File: config.mk
export PLATFORM = sky130hd
export DESIGN_NAME = priority_ready_queue
export DESIGN_NICKNAME = d
export VERILOG_FILES = /design/src/rtl/prq_pkg.sv /design/src/rtl/prq_order_mem.sv /design/src/rtl/prq_prio_mem.sv /design/src/rtl/prq_ctrl.sv /design/src/rtl/priority_ready_queue.sv
export VERILOG_INCLUDE_DIRS = /design/src /design/src/rtl
export SDC_FILE = /design/constraint.sdc
export NUM_CORES = 1
export LEC_CHECK = 0
export ABC_AREA = 1
export BUFFER_PORTS_ARGS = -buffer_cell sky130_fd_sc_hd__buf_2
export CAP_MARGIN = 20
export CORE_ASPECT_RATIO = 0.8
export CORE_UTILIZATION = 35
export CTS_BUF_LIST = sky130_fd_sc_hd__clkbuf_8
export DETAILED_ROUTE_END_ITERATION = 10
export PLACE_DENSITY = 0.56
export RECOVER_POWER = 100
export SYNTH_ARGS = -nofsm -noshare
export SYNTH_HDL_FRONTEND = slang
export SYNTH_SLANG_ARGS = --single-unit
File: constraint.sdc
create_clock -name clk -period 5.7 [get_ports clk]
set_clock_uncertainty 0.05 [all_clocks]
set_input_delay 0.285 -clock clk [delete_from_list [all_inputs] [get_ports clk]]
set_output_delay 0.285 -clock clk [all_outputs]
set_load 0.05 [all_outputs]
File: src/rtl/priority_ready_queue_defines.svh
// assertion macros for the priority ready queue
`ifndef PRIORITY_READY_QUEUE_DEFINES_SVH
`define PRIORITY_READY_QUEUE_DEFINES_SVH

`ifndef NO_ASSERTIONS
`define PRQ_ASSERT_IMP(label, ante, cons, msg) \
  label: assert property (@(posedge clk) disable iff (rst) (ante) |-> (cons)) \
    else $error(msg);
`define PRQ_ASSERT_NXT(label, ante, cons, msg) \
  label: assert property (@(posedge clk) disable iff (rst) (ante) |=> (cons)) \
    else $error(msg);
`else
`define PRQ_ASSERT_IMP(label, ante, cons, msg)
`define PRQ_ASSERT_NXT(label, ante, cons, msg)
`endif

`endif

File: src/rtl/prq_pkg.sv
package prq_pkg;

  localparam int MAX_TASKS_DEF      = 32;
  localparam int NUM_PRIORITIES_DEF = 32;

  localparam int FUNC_W   = 2;
  localparam int TASK_W   = 5;
  localparam int PRIO_W   = 5;
  localparam int STATUS_W = 2;
  localparam int SIZE_W   = 6;
  localparam int HEAD_W   = 6;

  localparam logic [FUNC_W-1:0] FN_PUSH   = 2'd0;
  localparam logic [FUNC_W-1:0] FN_POP    = 2'd1;
  localparam logic [FUNC_W-1:0] FN_REMOVE = 2'd2;
  localparam logic [FUNC_W-1:0] FN_REPRIO = 2'd3;

  localparam logic [STATUS_W-1:0] ST_OK      = 2'd0;
  localparam logic [STATUS_W-1:0] ST_EMPTY   = 2'd1;
  localparam logic [STATUS_W-1:0] ST_ALREADY = 2'd2;
  localparam logic [STATUS_W-1:0] ST_NOTQ    = 2'd3;

  typedef struct packed {
    logic [TASK_W-1:0]   result_task;
    logic                result_valid;
    logic [STATUS_W-1:0] status;
    logic [SIZE_W-1:0]   queue_size;
    logic [HEAD_W-1:0]   head_priority;
  } result_t;

endpackage

File: src/rtl/prq_order_mem.sv
module prq_order_mem #(
  parameter int DEPTH = prq_pkg::MAX_TASKS_DEF,
  parameter int WIDTH = prq_pkg::TASK_W
) (
  input  logic                     clk,
  input  logic                     we,
  input  logic [$clog2(DEPTH)-1:0] waddr,
  input  logic [WIDTH-1:0]         wdata,
  input  logic [$clog2(DEPTH)-1:0] raddr,
  output logic [WIDTH-1:0]         rdata
);

  logic [WIDTH-1:0] mem [DEPTH];

  always_ff @(posedge clk) begin
    if (we) begin
      mem[waddr] <= wdata;
    end
    rdata <= mem[raddr];
  end

endmodule

File: src/rtl/prq_prio_mem.sv
module prq_prio_mem #(
  parameter int DEPTH = prq_pkg::MAX_TASKS_DEF,
  parameter int WIDTH = prq_pkg::PRIO_W
) (
  input  logic                     clk,
  input  logic                     rst,
  input  logic                     we,
  input  logic [$clog2(DEPTH)-1:0] waddr,
  input  logic [WIDTH-1:0]         wdata,
  input  logic [$clog2(DEPTH)-1:0] raddr,
  output logic [WIDTH-1:0]         rdata
);

  logic [WIDTH-1:0] mem [DEPTH];
  logic [DEPTH-1:0] written;
  logic [WIDTH-1:0] rdata_q;
  logic             rvld_q;

  // entries never written read as zero
  always_ff @(posedge clk) begin
    if (rst) begin
      written <= '0;
    end else if (we) begin
      written[waddr] <= 1'b1;
    end
  end

  always_ff @(posedge clk) begin
    if (we) begin
      mem[waddr] <= wdata;
    end
    rdata_q <= mem[raddr];
    rvld_q  <= written[raddr];
  end

  assign rdata = rvld_q ? rdata_q : '0;

endmodule

File: src/rtl/prq_ctrl.sv
module prq_ctrl #(
  parameter int MAX_TASKS      = prq_pkg::MAX_TASKS_DEF,
  parameter int NUM_PRIORITIES = prq_pkg::NUM_PRIORITIES_DEF
) (
  input  logic                              clk,
  input  logic                              rst,
  input  logic                              req_valid,
  output logic                              req_stall,
  input  logic [prq_pkg::FUNC_W-1:0]        func,
  input  logic [prq_pkg::TASK_W-1:0]        task_id,
  input  logic [prq_pkg::PRIO_W-1:0]        priority_req,
  output logic                              res_valid,
  input  logic                              res_stall,
  output prq_pkg::result_t                  res,
  output logic                              om_we,
  output logic [$clog2(MAX_TASKS)-1:0]      om_waddr,
  output logic [$clog2(MAX_TASKS)-1:0]      om_wdata,
  output logic [$clog2(MAX_TASKS)-1:0]      om_raddr,
  input  logic [$clog2(MAX_TASKS)-1:0]      om_rdata,
  output logic                              pm_we,
  output logic [$clog2(MAX_TASKS)-1:0]      pm_waddr,
  output logic [$clog2(NUM_PRIORITIES)-1:0] pm_wdata,
  output logic [$clog2(MAX_TASKS)-1:0]      pm_raddr,
  input  logic [$clog2(NUM_PRIORITIES)-1:0] pm_rdata
);

  localparam int TW = $clog2(MAX_TASKS);
  localparam int PW = $clog2(NUM_PRIORITIES);
  localparam int CW = $clog2(MAX_TASKS + 1);
  localparam int HW = $clog2(NUM_PRIORITIES + 1);

  localparam logic [3:0] S_IDLE  = 4'd0;
  localparam logic [3:0] S_START = 4'd1;
  localparam logic [3:0] S_REM   = 4'd2;
  localparam logic [3:0] S_INS   = 4'd3;
  localparam logic [3:0] S_H1    = 4'd4;
  localparam logic [3:0] S_H2    = 4'd5;
  localparam logic [3:0] S_H3    = 4'd6;
  localparam logic [3:0] S_DONE  = 4'd7;

  logic [3:0]                    state;
  logic [prq_pkg::FUNC_W-1:0]    op_func;
  logic [TW-1:0]                 op_tid;
  logic                          op_known;
  logic [PW-1:0]                 op_pr;
  logic [prq_pkg::STATUS_W-1:0]  status_r;
  logic [TW-1:0]                 rtask;
  logic                          rvalid;
  logic [CW-1:0]                 count;
  logic [HW-1:0]                 head;
  logic [MAX_TASKS-1:0]          queued;
  logic [CW-1:0]                 scan_i;
  logic                          p1_v;
  logic [TW-1:0]                 p1_idx;
  logic                          found;
  logic [TW-1:0]                 removed;
  logic                          issue_done;
  logic                          a_v;
  logic                          a_bottom;
  logic [TW-1:0]                 a_idx;
  logic                          b_v;
  logic                          b_bottom;
  logic [TW-1:0]                 b_idx;
  logic [TW-1:0]                 b_slot;

  logic [PW-1:0] pr_sat;
  logic [CW-1:0] ins_k;
  logic          d_hit;
  logic          c_stop;

  always_comb begin
    if (int'(priority_req) >= NUM_PRIORITIES) begin
      pr_sat = PW'(NUM_PRIORITIES - 1);
    end else begin
      pr_sat = PW'(priority_req);
    end
  end

  assign ins_k  = scan_i - CW'(1);
  assign d_hit  = (op_func == prq_pkg::FN_POP) ? (p1_idx == '0) : (om_rdata == op_tid);
  assign c_stop = b_bottom || (pm_rdata <= op_pr);

  // slot walk addresses
  always_comb begin
    om_we    = 1'b0;
    om_waddr = '0;
    om_wdata = '0;
    om_raddr = '0;
    case (state)
      S_REM: begin
        om_raddr = scan_i[TW-1:0];
        if (p1_v && found) begin
          om_we    = 1'b1;
          om_waddr = p1_idx - TW'(1);
          om_wdata = om_rdata;
        end
      end
      S_INS: begin
        om_raddr = ins_k[TW-1:0];
        if (b_v) begin
          om_we    = 1'b1;
          om_waddr = b_bottom ? '0 : b_idx + TW'(1);
          om_wdata = c_stop ? op_tid : b_slot;
        end
      end
      default: begin
        om_raddr = '0;
      end
    endcase
  end

  assign pm_raddr = om_rdata;
  assign pm_we    = (state == S_START) && op_known &&
                    (((op_func == prq_pkg::FN_PUSH) && !queued[op_tid]) ||
                     (op_func == prq_pkg::FN_REPRIO));
  assign pm_waddr = op_tid;
  assign pm_wdata = op_pr;

  always_ff @(posedge clk) begin
    if (rst) begin
      state  <= S_IDLE;
      count  <= '0;
      queued <= '0;
      p1_v   <= 1'b0;
      a_v    <= 1'b0;
      b_v    <= 1'b0;
    end else begin
      case (state)
        S_IDLE: begin
          if (req_valid) begin
            op_func  <= func;
            op_tid   <= TW'(task_id);
            op_known <= (int'(task_id) < MAX_TASKS);
            op_pr    <= pr_sat;
            status_r <= prq_pkg::ST_OK;
            rtask    <= '0;
            rvalid   <= 1'b0;
            state    <= S_START;
          end
        end
        S_START: begin
          scan_i     <= '0;
          p1_v       <= 1'b0;
          found      <= 1'b0;
          a_v        <= 1'b0;
          b_v        <= 1'b0;
          issue_done <= 1'b0;
          state      <= S_H1;
          if (op_func == prq_pkg::FN_POP) begin
            if (count == '0) begin
              status_r <= prq_pkg::ST_EMPTY;
            end else begin
              state <= S_REM;
            end
          end else if (!op_known) begin
            status_r <= prq_pkg::ST_NOTQ;
          end else begin
            case (op_func)
              prq_pkg::FN_PUSH: begin
                if (queued[op_tid]) begin
                  status_r <= prq_pkg::ST_ALREADY;
                end else begin
                  scan_i <= count;
                  state  <= S_INS;
                end
              end
              prq_pkg::FN_REMOVE: begin
                if (!queued[op_tid]) begin
                  status_r <= prq_pkg::ST_NOTQ;
                end else begin
                  state <= S_REM;
                end
              end
              default: begin
                if (queued[op_tid]) begin
                  state <= S_REM;
                end
              end
            endcase
          end
        end
        S_REM: begin
          if (scan_i < count) begin
            p1_v   <= 1'b1;
            p1_idx <= scan_i[TW-1:0];
            scan_i <= scan_i + CW'(1);
          end else begin
            p1_v <= 1'b0;
          end
          if (p1_v && d_hit) begin
            found   <= 1'b1;
            removed <= om_rdata;
          end
          if (!p1_v && (scan_i == count)) begin
            count           <= count - CW'(1);
            queued[removed] <= 1'b0;
            if (op_func == prq_pkg::FN_POP) begin
              rtask  <= removed;
              rvalid <= 1'b1;
            end
            if (op_func == prq_pkg::FN_REPRIO) begin
              scan_i     <= count - CW'(1);
              a_v        <= 1'b0;
              b_v        <= 1'b0;
              issue_done <= 1'b0;
              state      <= S_INS;
            end else begin
              state <= S_H1;
            end
          end
        end
        S_INS: begin
          // walk from the tail, shifting entries of greater priority up one slot
          if (!issue_done) begin
            a_v <= 1'b1;
            if (scan_i != '0) begin
              a_bottom <= 1'b0;
              a_idx    <= ins_k[TW-1:0];
              scan_i   <= ins_k;
            end else begin
              a_bottom   <= 1'b1;
              issue_done <= 1'b1;
            end
          end else begin
            a_v <= 1'b0;
          end
          b_v      <= a_v;
          b_bottom <= a_bottom;
          b_idx    <= a_idx;
          b_slot   <= om_rdata;
          if (b_v && c_stop) begin
            count          <= count + CW'(1);
            queued[op_tid] <= 1'b1;
            a_v            <= 1'b0;
            b_v            <= 1'b0;
            state          <= S_H1;
          end
        end
        S_H1: begin
          if (count == '0) begin
            head  <= HW'(NUM_PRIORITIES);
            state <= S_DONE;
          end else begin
            state <= S_H2;
          end
        end
        S_H2: begin
          state <= S_H3;
        end
        S_H3: begin
          head  <= HW'(pm_rdata);
          state <= S_DONE;
        end
        S_DONE: begin
          if (!res_stall) begin
            state <= S_IDLE;
          end
        end
        default: begin
          state <= S_IDLE;
        end
      endcase
    end
  end

  assign req_stall = (state != S_IDLE);
  assign res_valid = (state == S_DONE);

  always_comb begin
    res.result_task   = prq_pkg::TASK_W'(rtask);
    res.result_valid  = rvalid;
    res.status        = status_r;
    res.queue_size    = prq_pkg::SIZE_W'(count);
    res.head_priority = prq_pkg::HEAD_W'(head);
  end

endmodule

File: src/rtl/priority_ready_queue.sv
// channel   valid      stall      payload
// request   req_valid  req_stall  func, task_id, priority_req
// response  rsp_valid  rsp_stall  result_task, result_valid, status, queue_size,
//                                 head_priority
//
// one operation at a time; a pop or remove walks all n queued entries
// (one slot read per cycle while compacting), a push walks the m entries
// that sit behind the new slot, and a reprioritize walks both; early outs
// skip the walk
// reset clears the entry count, queued flags and priority written flags at once
// a held result register does not stop the next operation; it waits to hand over
module priority_ready_queue #(
  parameter int MAX_TASKS      = prq_pkg::MAX_TASKS_DEF,
  parameter int NUM_PRIORITIES = prq_pkg::NUM_PRIORITIES_DEF
) (
  input  logic                          clk,
  input  logic                          rst,
  input  logic                          req_valid,
  output logic                          req_stall,
  input  logic [prq_pkg::FUNC_W-1:0]    func,
  input  logic [prq_pkg::TASK_W-1:0]    task_id,
  input  logic [prq_pkg::PRIO_W-1:0]    priority_req,
  output logic                          rsp_valid,
  input  logic                          rsp_stall,
  output logic [prq_pkg::TASK_W-1:0]    result_task,
  output logic                          result_valid,
  output logic [prq_pkg::STATUS_W-1:0]  status,
  output logic [prq_pkg::SIZE_W-1:0]    queue_size,
  output logic [prq_pkg::HEAD_W-1:0]    head_priority
);

`include "priority_ready_queue_defines.svh"

  localparam int TW = $clog2(MAX_TASKS);
  localparam int PW = $clog2(NUM_PRIORITIES);
  localparam logic [prq_pkg::HEAD_W-1:0] EMPTY_HEAD =
    prq_pkg::HEAD_W'(NUM_PRIORITIES % (2 ** prq_pkg::HEAD_W));

  logic             om_we;
  logic [TW-1:0]    om_waddr;
  logic [TW-1:0]    om_wdata;
  logic [TW-1:0]    om_raddr;
  logic [TW-1:0]    om_rdata;
  logic             pm_we;
  logic [TW-1:0]    pm_waddr;
  logic [PW-1:0]    pm_wdata;
  logic [TW-1:0]    pm_raddr;
  logic [PW-1:0]    pm_rdata;

  logic             res_valid;
  logic             res_stall;
  prq_pkg::result_t res;
  logic             out_v;
  prq_pkg::result_t out_res;

  logic             pop_rsp;
  logic             empty_rsp;
  logic             empty_ok;

  prq_ctrl #(
    .MAX_TASKS      (MAX_TASKS),
    .NUM_PRIORITIES (NUM_PRIORITIES)
  ) u_ctrl (
    .clk          (clk),
    .rst          (rst),
    .req_valid    (req_valid),
    .req_stall    (req_stall),
    .func         (func),
    .task_id      (task_id),
    .priority_req (priority_req),
    .res_valid    (res_valid),
    .res_stall    (res_stall),
    .res          (res),
    .om_we        (om_we),
    .om_waddr     (om_waddr),
    .om_wdata     (om_wdata),
    .om_raddr     (om_raddr),
    .om_rdata     (om_rdata),
    .pm_we        (pm_we),
    .pm_waddr     (pm_waddr),
    .pm_wdata     (pm_wdata),
    .pm_raddr     (pm_raddr),
    .pm_rdata     (pm_rdata)
  );

  prq_order_mem #(
    .DEPTH (MAX_TASKS),
    .WIDTH (TW)
  ) u_order_mem (
    .clk   (clk),
    .we    (om_we),
    .waddr (om_waddr),
    .wdata (om_wdata),
    .raddr (om_raddr),
    .rdata (om_rdata)
  );

  prq_prio_mem #(
    .DEPTH (MAX_TASKS),
    .WIDTH (PW)
  ) u_prio_mem (
    .clk   (clk),
    .rst   (rst),
    .we    (pm_we),
    .waddr (pm_waddr),
    .wdata (pm_wdata),
    .raddr (pm_raddr),
    .rdata (pm_rdata)
  );

  assign res_stall = out_v && rsp_stall;

  always_ff @(posedge clk) begin
    if (rst) begin
      out_v <= 1'b0;
    end else if (res_valid && !res_stall) begin
      out_v <= 1'b1;
    end else if (!rsp_stall) begin
      out_v <= 1'b0;
    end
  end

  always_ff @(posedge clk) begin
    if (res_valid && !res_stall) begin
      out_res <= res;
    end
  end

  assign rsp_valid     = out_v;
  assign result_task   = out_res.result_task;
  assign result_valid  = out_res.result_valid;
  assign status        = out_res.status;
  assign queue_size    = out_res.queue_size;
  assign head_priority = out_res.head_priority;

  assign pop_rsp   = rsp_valid && result_valid;
  assign empty_rsp = rsp_valid && (status == prq_pkg::ST_EMPTY);
  assign empty_ok  = (queue_size == '0) && (head_priority == EMPTY_HEAD) && !result_valid;

  `PRQ_ASSERT_NXT(a_busy_after_transfer, req_valid && !req_stall, req_stall, "not busy")
  `PRQ_ASSERT_IMP(a_pop_status_ok, pop_rsp, status == prq_pkg::ST_OK, "pop with error status")
  `PRQ_ASSERT_IMP(a_empty_pop, empty_rsp, empty_ok, "empty pop reports a non-empty queue")
  `PRQ_ASSERT_NXT(a_res_hold, res_valid && res_stall, res_valid, "result dropped while held")

endmodule

### Word-level counts from Yosys, hierarchy flattened

Memory sizes are Yosys's and may differ from the RTL's. A register that Yosys moved wholly into a read port is not among the register bits.
Cells that the tools add are included.

* $add $sub $neg: 6
* multiply operators: 0
* div/mod/pow operators: 0
* magnitude comparators: 7
* equal/unequal tests: 27
* shift-type cells: 0
* multiplexer cells: 86
* bitwise operators: 6
* reduce and logical (&&, ||, !) cells: 42

Operators with widths (count)
* 6-bit two-way mux: 11
* 32-bit two-way mux: 2
* 32-bit bitwise OR: 2
* 32-bit one-hot mux with 2 select lines: 1
* 5-bit two-way mux: 10
* 5-bit one-hot mux with 2 select lines: 4
* 32-bit bitwise AND: 1
* 32-bit inverter: 1
* 4-bit one-hot mux with 8 select lines: 1
* 1-bit two-way mux: 25
* 4-bit two-way mux: 6
* 6-bit one-hot mux with 2 select lines: 2
* 3-bit AND reduction: 8
* 5-bit by 6-bit < comparator with 1-bit output, second input constant: 3
* 6-bit one-hot mux with 3 select lines: 1
* 4-bit by 3-bit == test with 1-bit output, second input constant: 4
* 2-bit by 1-bit inequality test with 1-bit output, second input constant: 8
* 4-bit AND reduction: 4
* 6-bit by 1-bit adder with 6-bit output, second input constant: 2
* 2-bit two-way mux: 6
* 3-bit two-way mux: 4
* 4-bit by 3-bit inequality test with 1-bit output, second input constant: 3
* 6-bit by 1-bit subtractor with 6-bit output, second input constant: 2
* 1-bit binary-select mux with 5-bit select: 2
* other kinds (32): 61

* register bits after elaboration: 160
* bits in latches: 0
* memory bits (writable): 320
* ROM bits: 0
* input port bits: 16
* output and inout bits: 22
* logic and storage cells: 207
* memories kept: 2

Memories
* u_order_mem.mem: words 32, width 5, read ports 1, clocked after Yosys merged registers in 1, wr ports 1, line prq_order_mem.sv:13 `logic [WIDTH-1:0] mem [DEPTH];`
* u_prio_mem.mem: words 32, width 5, read ports 1, clocked after Yosys merged registers in 1, wr ports 1, line prq_prio_mem.sv:14 `logic [WIDTH-1:0] mem [DEPTH];`

### Logic depth before layout (Yosys ltp)

Gate-level depths: netlist of run 1.

* word-level depth: 8
* depth in mapped cells: 17
* gate-level depth less buffers: 16

### Modules after synthesis

Synthesis of run 1 repeated with hierarchy kept, for this count alone.

* cell total of the unflattened synthesis: 2373
* area total of the unflattened synthesis: 22412.7 µm²

By module, submodules not included
* prq_prio_mem: instances 1, cells each 800, area each 8125.3 µm², sequential area each 5565.3 µm²
* prq_ctrl: instances 1, cells each 952, area each 6841.6 µm², sequential area each 2712.6 µm²
* prq_order_mem: instances 1, cells each 595, area each 6796.5 µm², sequential area each 4904.7 µm²
* priority_ready_queue: instances 1, cells each 26, area each 649.4 µm², sequential area each 620.6 µm²

### Worst setup path before layout of run 1

No wires, ideal clock.

* path kind: register to register
* start: reg u_ctrl.op_pr[4], in the netlist u_ctrl.pm_wdata[4]
* end: mem u_order_mem.mem[0][3] (netlist name) (data pin)
* library setup time: 500 ps
* arrival time: 2516 ps
* data required time: 5150 ps
* setup slack: 2634 ps
* stages on the path, launching flop included: 12
* clock period less this slack: 3066 ps
* path through: edfxtp_1 > inv_1 > ha_1 > nand2_1 > nor2_1 > nand2_1 > nand2_1 > o21ai_0 > clkbuf_1 > a21oi_1 > o21ai_0 > o21ai_0

* longest elaborated chain between the ends: 5

Ends and longest elaborated chain
* start, declared: line prq_ctrl.sv:45 `logic [PW-1:0] op_pr;`
* start signal, assigned: line prq_ctrl.sv:134 `op_pr <= pr_sat;`
* 5-bit less-or-equal comparator: line prq_ctrl.sv:81 `assign c_stop = b_bottom || (pm_rdata <= op_pr);`
* 1-bit logical OR: line prq_ctrl.sv:81
* 5-bit two-way mux: line prq_ctrl.sv:103 `om_wdata = c_stop ? op_tid : b_slot;`
* 5-bit two-way mux: line prq_ctrl.sv:100 `if (b_v) begin`
* 5-bit one-hot mux with 2 select lines: line prq_ctrl.sv:89 `case (state)`
* net om_wdata[3]: line priority_ready_queue.sv:41 `logic [TW-1:0] om_wdata;`
* end, declared: line prq_order_mem.sv:13

The timed path passes the listed nets, and every way through them passes these cells.

### Worst setup path in the final report of run 1

* start: reg u_ctrl.state[2]
* end: reg u_order_mem.rdata[4], read port of u_order_mem.mem

* longest elaborated chain between the ends: 2

Ends and longest elaborated chain
* start, declared: line prq_ctrl.sv:41 `logic [3:0] state;`
* start signal, assigned: line prq_ctrl.sv:121 `state <= S_IDLE;`
* start signal, assigned: line prq_ctrl.sv:138 `state <= S_START;`
* start signal, assigned: line prq_ctrl.sv:148 `state <= S_H1;`
* 4-bit by 2-bit == test with 1-bit output: line prq_ctrl.sv:89
* 5-bit one-hot mux with 2 select lines (*): line prq_ctrl.sv:89
* end, declared: line prq_order_mem.sv:10 `output logic [WIDTH-1:0] rdata`

Mark *: on every way between the ends. The rest lies on a longest branch, timed or not.
A chain may end at the register's enable or synchronous reset.

==> metrics.yaml, run 1 <==
clocking:
  cts_buffers: 79
  cts.reportedPaths.clkPinSlew_ps: 60
  cts_sinks: 489
  cts_root_buf: "clkbuf_8"
  cts_tree: "built"
  cts_buffer_depth: 3
  htree_levels: 3
  cts_resized: 0
  clk_latency_ps: 680
pwr:
  seqPwrFrac_pct: 47.5
  ir_drop_v: 0.000211
  combPwrFrac_pct: 19.0
  p_total_w: 0.00873
  swShare_pct: 31.5
  p_sw_w: 0.00275
  clkPwrFrac_pct: 33.5
  leakage_nw: 9.45
  powerDensity_mw_per_mm2: 357
  power.internal_w: 0.00598
logic_synthesis:
  synth_adder_area_share_pct: 1.31
  synth_commonest_cells: "edfxtp_1, nand2_1, nor2_1"
  yosysSeqAreaShare_pct: 62.8
  synth_cells: 2270
  synth_flop_cell: "edfxtp_1"
  synth_top_area_cell: "edfxtp_1"
  synth_area_mm2: 0.0220
  synth_top_family_by_area: "simple AND/OR/NAND/NOR gates"
  synth-simple-area-share_pct: 19.1
  avgSynthCellArea_um2: 9.68
  synth_mux_area_share_pct: 0
  yosysWarnings: 0
  synth_compound_area_share_pct: 9.06
  ys_types: 42
  ys_ff_latch: 489
  synth.top_cell.area_share_pct: 54.8
  syn_nets: 2309
  yosysMostFrequentCell: "edfxtp_1"
  synthXorXnorAreaFrac_pct: 0.598
  synth_edf_count: 401
  synthTopCellsByArea: "edfxtp_1, dfxtp_1, nand2_1, nor2_1, nand3_1"
  async_reset_ff_share_pct: 0
floorplanning:
  die_w_um: 282
  top_level_ports: 38
  start_util_pct: 35.7
  rows: 81
  fp.dieH_um: 226
  die-area_mm2: 0.0638
  core_area_mm2: 0.0616
setup_path:
  crit_type: "reg2reg"
  cp.arrival_ps: 5450
  end_kind: "flop"
  worst_path_most_repeated_cell: "nand2_1"
  worstPathMaxFanout: 60
  cp-start-kind: "flop"
  crit_required_ps: 6230
  critPathSlowestCell: "clkbuf_1"
  cp_cell_sequence: "inv_1 > nand3_1 > nand2_1 > clkbuf_1 > nand2_2 > clkbuf_2 > nand2_1 > nand3_1 > nand3_1 > nand3_1 > nand2_1 > nand2_1 > nand2_1"
  critPathMaxStageDelay_ps: 1080
status:
  status: "finished with violations"
  violations: "max-capacitance violations, max-slew violations"
timing:
  slew_violations: 270
  fmax_mhz: 203
  worst_pin_slew_ps: 2400
  finalCriticalPeriod_ps: 4920
  setup_tns_ps: 0
  slew_headroom_pct: -59.8
  hold_viol: 0
  fin_crit_sh_pct: 86.3
  rsz0062_at_grt: "no"
  finalSetupViolCount: 0
  layout_setup_ws_ps: 783
routing:
  vias: 16400
  drc: 0
  drtIter0Drc: 1608
  first_pass_iters: 5
  vias_per_cell: 5.10
  avgRoutedWirePerCell_um: 18.7
  drt-total-wl_mm: 60.2
  drtAntennaViolNets: 0
finish:
  fin_area_mm2: 0.0245
  final-instance-count-excl-fill: 3221
  syn_to_final_growth_pct: 11.4
  drive_gt1_share_pct: 6.36
  antenna_cells_inserted: 0
  fillers: 6254
  nNetsFinal: 2364
global_routing:
  grt_pass1_vias: 16000
  grt_start_max_net_pins: 103
  grt_overflow_total: 0
  antenna_found_initial: 1
  track_usage_pct: 19.1
  grt_pass1_wl_mm: 92.7
place:
  pre_cts_ws_ps: 1140
  port_buffers: 37
  dp.final_hpwl_mm: 38.8
  routabilityCongestion: 0.913
  place_area_mm2: 0.0230
  dp.cells: 3059
worst_hold_path:
  hold_path.class: "in2reg"
flow_run:
  max_cap_viol_count: 8
==> logic make-up (layout without fill, tap and decap cells) <==
logic type | count (synthesis) | after routing
AO/OA/AOI/OAI | 350 | 350
XOR/XNOR | 15 | 15
adder cells (fa/ha/maj) | 23 | 23
buffers and inverters | 392 | 513
flip-flops | 489 | 489
AND/OR/NAND/NOR | 1001 | 1001
==> worst paths after layout <==
check / startpoint / to / slack (ps) / cells after the start
setup / recovery: u_ctrl.state[2] / u_order_mem.rdata[4] / 780 / 13
hold / removal: rst / u_prio_mem.written[10] / 200 / 3
setup reg to reg: u_ctrl.state[2] / u_order_mem.rdata[4] / 780 / 13
hold reg to reg: u_ctrl.rtask[2] / result_task[2] / 360 / 0
==> power groups by stage <==
stage	clock (W)	sequential (W)	combinational [W]
final	0.00293	0.00414	0.00166
after global routing	0.00314	0.00415	0.00185
after CTS	0.00299	0.00414	0.00167
after detailed placement	0	0.00421	0.00165
after global placement	0	0.00421	0.00164
after floorplan	0	0.00418	0.00117
==> routing by layer <==
| layer | global-route usage (%) | up-vias | routed length (µm) |
|---|---|---|---|
| li1 | - | 7799 | - |
| met1 | 27.2 | 7899 | 27900 |
| met2 | 28.7 | 627 | 26200 |
| met3 | 4.35 | 100 | 4770 |
| met4 | 5.98 | 2 | 1280 |
| met5 | 0 | - | 8 |
==> sequential cells by signal (all words and copies together), names as in the netlist, 32 cells and up <==
| register | flops |
|---|---|
| u_order_mem.mem | 160 |
| u_prio_mem.mem | 160 |
| u_ctrl.queued | 32 |
| u_prio_mem.written | 32 |
==> cells in the final DEF, fill, tap and decap left out, types with 2 or more instances in the layout <==
master | synthesis | layout
or2_2 | 2 | 2
nand4_1 | 8 | 8
o21ai_0 | 207 | 204
clkbuf_1 | 61 | 38
buf_4 | 3 | 13
nor4_1 | 3 | 3
clkbuf_2 | 1 | 7
clkinv_2 | 0 | 6
ha_1 | 23 | 23
o21a_1 | 3 | 3
nand2_1 | 364 | 363
buf_2 | 31 | 10
nor3_1 | 15 | 22
edfxtp_1 | 401 | 401
a22oi_1 | 14 | 14
clkbuf_8 | 0 | 89
nor2_2 | 4 | 5
clkinv_8 | 0 | 2
clkinv_1 | 2 | 9
a21boi_0 | 2 | 2
o21bai_1 | 3 | 3
inv_2 | 7 | 4
dfxtp_1 | 88 | 88
o221ai_1 | 31 | 31
xnor2_1 | 4 | 4
inv_1 | 275 | 316
o21ai_2 | 2 | 5
nor2_1 | 350 | 349
xor2_1 | 11 | 11
nand3_1 | 241 | 243
o22ai_1 | 19 | 20
o211ai_1 | 4 | 4
a21oi_1 | 61 | 61
dlygate4sd3_1 | 0 | 14
nand2_2 | 1 | 2
==> cell type report <==
class,instances,area (µm²),share of cell area (%)
clock buffer,89,1220,5.00
clock inverter,58,305,1.25
inverter,284,1070,4.36
multi-input combinational,1389,6570,26.8
sequential,489,13800,56.4
tap,830,1040,4.24
timing repair buffer,82,465,1.90
==> per-stage QoR <==
| stage | hold WS, ps | util (%) |
|---|---|---|
| 2_1_floorplan | 334 | - |
| 3_3_place_gp | 358 | 37.3 |
| 3_5_place_dp | 355 | 37.3 |
| 4_1_cts | 149 | 40.0 |
| 5_1_grt | 186 | 39.7 |
| 6_report | 196 | 39.7 |
==> worst max-delay path, delay by kind of cell (launching register included) <==
kind,cells,cell delay (ps)
DFF,1,380
and+or+nand+nor,10,2330
buffers and inverters,3,2050
==> timing repair <==
item	in CTS	in global routing
setup buffers	0	0
hold endpoints to repair	15	0
endpoints found under the setup margin	0	0
hold buffers	14	0
(Power assumes the default switching activity.)
==> run 2: changes to the inputs <==
- ABC_AREA: 1 -> not set
- PLACE_DENSITY: 0.56 -> 0.57
==> metrics.yaml, run 2 <==
routing:
  drc: 0
  drt-total-wl_mm: 48.1
  first_pass_iters: 6
  drtIter0Drc: 1194
  avgRoutedWirePerCell_um: 20.7
  vias: 12200
  vias_per_cell: 5.27
  drtAntennaViolNets: 0
floorplanning:
  rows: 79
  die-area_mm2: 0.0599
  die_w_um: 273
  start_util_pct: 35.4
  top_level_ports: 38
  fp.dieH_um: 219
  core_area_mm2: 0.0582
logic_synthesis:
  avgSynthCellArea_um2: 14.7
  synth_edf_count: 401
  synthTopCellsByArea: "edfxtp_1, mux4_2, dfxtp_1, nor2_1, a211oi_1"
  synth.top_cell.area_share_pct: 58.4
  ys_ff_latch: 489
  synth_top_area_cell: "edfxtp_1"
  synth_cells: 1407
  synth_flop_cell: "edfxtp_1"
  async_reset_ff_share_pct: 0
  syn_nets: 1446
  synth_area_mm2: 0.0206
  yosysSeqAreaShare_pct: 66.9
  synth_commonest_cells: "edfxtp_1, nor2_1, dfxtp_1, mux4_2, nand2_1"
  ys_types: 71
  yosysWarnings: 0
  yosysMostFrequentCell: "edfxtp_1"
worst_hold_path:
  hold_path.class: "in2reg"
finish:
  seq_area_mm2: 0.0138
  nNetsFinal: 1521
  drive_gt1_share_pct: 15.8
  fillers: 5366
  reg_top3: "u_order_mem.mem x160, u_prio_mem.mem x160"
  syn_to_final_growth_pct: 12.4
  multi_input_area_mm2: 0.00631
  post-route-util_pct: 39.8
  final_common_cell: "edfxtp_1"
  layout_common_cells: "edfxtp_1, nor2_1, mux4_2, dfxtp_1, nand2_1"
timing:
  rsz0062_at_grt: "no"
  fin_crit_sh_pct: 77.5
  slew_violations: 155
  slew_headroom_pct: -87.6
  setup_tns_ps: 0
  fmax_mhz: 226
  worst_pin_slew_ps: 2810
  finalCriticalPeriod_ps: 4420
  finalSetupViolCount: 0
  hold_viol: 0
clocking:
  cts_root_buf: "clkbuf_8"
  cts_tree: "built"
  cts_setup_buffers: 0
  cts_buffer_depth: 3
  htree_levels: 3
  cts_buffers: 80
  cts.reportedPaths.clkPinSlew_ps: 60
  cts_sinks: 489
  clk_latency_ps: 670
setup_path:
  crit_required_ps: 6210
  startpoint: "u_ctrl.pm_wdata[4]"
  cp-start-kind: "flop"
  r2r_start: "u_ctrl.pm_wdata[4]"
  crit_type: "reg2reg"
  end_kind: "flop"
  worstPathMaxFanout: 33
  ff2ff_path_depth: 9
  r2r_end: "u_ctrl.queued[29]"
  reg2reg_slack_ps: 1280
  cp.arrival_ps: 4930
  critPathCapture: "u_ctrl.queued[29]"
status:
  status: "finished with violations"
  violations: "max-capacitance violations, max-slew violations"
global_routing:
  grt_start_max_net_pins: 59
  antenna_found_initial: 1
  track_usage_pct: 16.3
  grt_pass1_wl_mm: 73.9
  grt_pass1_vias: 12000
  grt_overflow_total: 0
place:
  dp.final_hpwl_mm: 30.7
  port_buffers: 37
  routabilityCongestion: 0.839
pwr:
  ir_drop_v: 0.000156
  powerDensity_mw_per_mm2: 373
  leakage_nw: 7.31
flow_run:
  max_cap_viol_count: 4
==> run 2: cell count changes after synthesis, sizes merged, moves of 18 or more <==
cell and delta:
a211oi +48, and2 +20, and3 +25, inv -251, mux4 +88, nand2 -279, nand3 -230, nor2 -182
o21ai -182, o221ai -23, o22ai -18
==> run 2: how the worst min path moves through the flow <==
stage          cells past startpoint  slack [ps]                 end             from
6_report                           2         100         u_ctrl.p1_v              rst
5_1_grt                            2          80         u_ctrl.p1_v              rst
4_1_cts                            3          40  u_ctrl.status_r[1]        req_valid
3_5_place_dp                       0         360     u_ctrl.b_bottom  u_ctrl.a_bottom
3_3_place_gp                       0         350      result_task[3]  u_ctrl.rtask[3]
2_1_floorplan                      0         330   u_ctrl.op_func[0]          func[0]
==> run 2: critical path, cell delays in order, from the launching register on <==
cell	delay (ps)
edfxtp_1	340
clkbuf_1	1040
inv_1	120
ha_1	380
nand4_1	150
o221ai_1	250
o211ai_2	340
a22oi_1	970
nor3b_2	340
a211oi_1	320
==> run 2: repair_timing <==
action,CTS,global route
hold buffers,13,0
resized for setup,0,0
endpoints found under the setup margin,0,0
endpoints found under the hold margin,13,0
==> run 2: cell type report <==
cell class | count | area share [%]
well taps | 769 | 4.15
inverters | 31 | 0.502
multi-input cells | 804 | 27.2
clock inverters | 64 | 1.64
clock buffers | 84 | 4.99
diodes | 1 | 0.0108
flip-flops and latches | 489 | 59.5
repair buffers | 76 | 1.94
==> run 2: metal layers <==
layer / share of wire, % / wire length [µm] / GRT usage (%) / vias up
li1: - / - / - / 5590
met1: 48 / 23100 / 24.9 / 6125
met2: 43 / 20800 / 23.0 / 430
met3: 6.7 / 3230 / 3.37 / 72
met4: 2.0 / 949 / 4.84 / 0
met5: 0 / 0 / 0 / -
==> run 2: cell families (layout without fill, tap and decap cells) <==
family	count (synthesis)	after routing	synth area share, %
adders and majority gates	23	23	1.39
AOI/OAI and AO/OA	232	232	7.74
muxes	108	108	10.6
xor gates and xnor gates	23	23	1.07
and+or+nand+nor	418	418	9.88
buffers and inverters	114	255	2.41
DFF	489	489	66.9
other	0	1	0
==> run 2: metrics by stage <==
step / cells / area, µm² / hold WS (ps) / power [W] / setup slack [ps]
detailed placement: 2155 / 21600 / 357 / 0.00578 / 1760
CTS: 2316 / 23300 / 40.2 / 0.00873 / 1740
finish: 2318 / 23200 / 98.7 / 0.00864 / 1280
global route: 2318 / 23200 / 75.8 / 0.00903 / 756
floorplan: 1407 / 20600 / 334 / 0.00533 / 2030
global placement: 2155 / 21600 / 355 / 0.00576 / 1830
==> run 2: report_power, final <==
| group | total [W] | internal, W | switching, W |
|---|---|---|---|
| combinational | 0.00144 | 0.000616 | 0.000823 |
| sequential | 0.00427 | 0.00401 | 0.000259 |
| clock | 0.00293 | 0.00152 | 0.00141 |
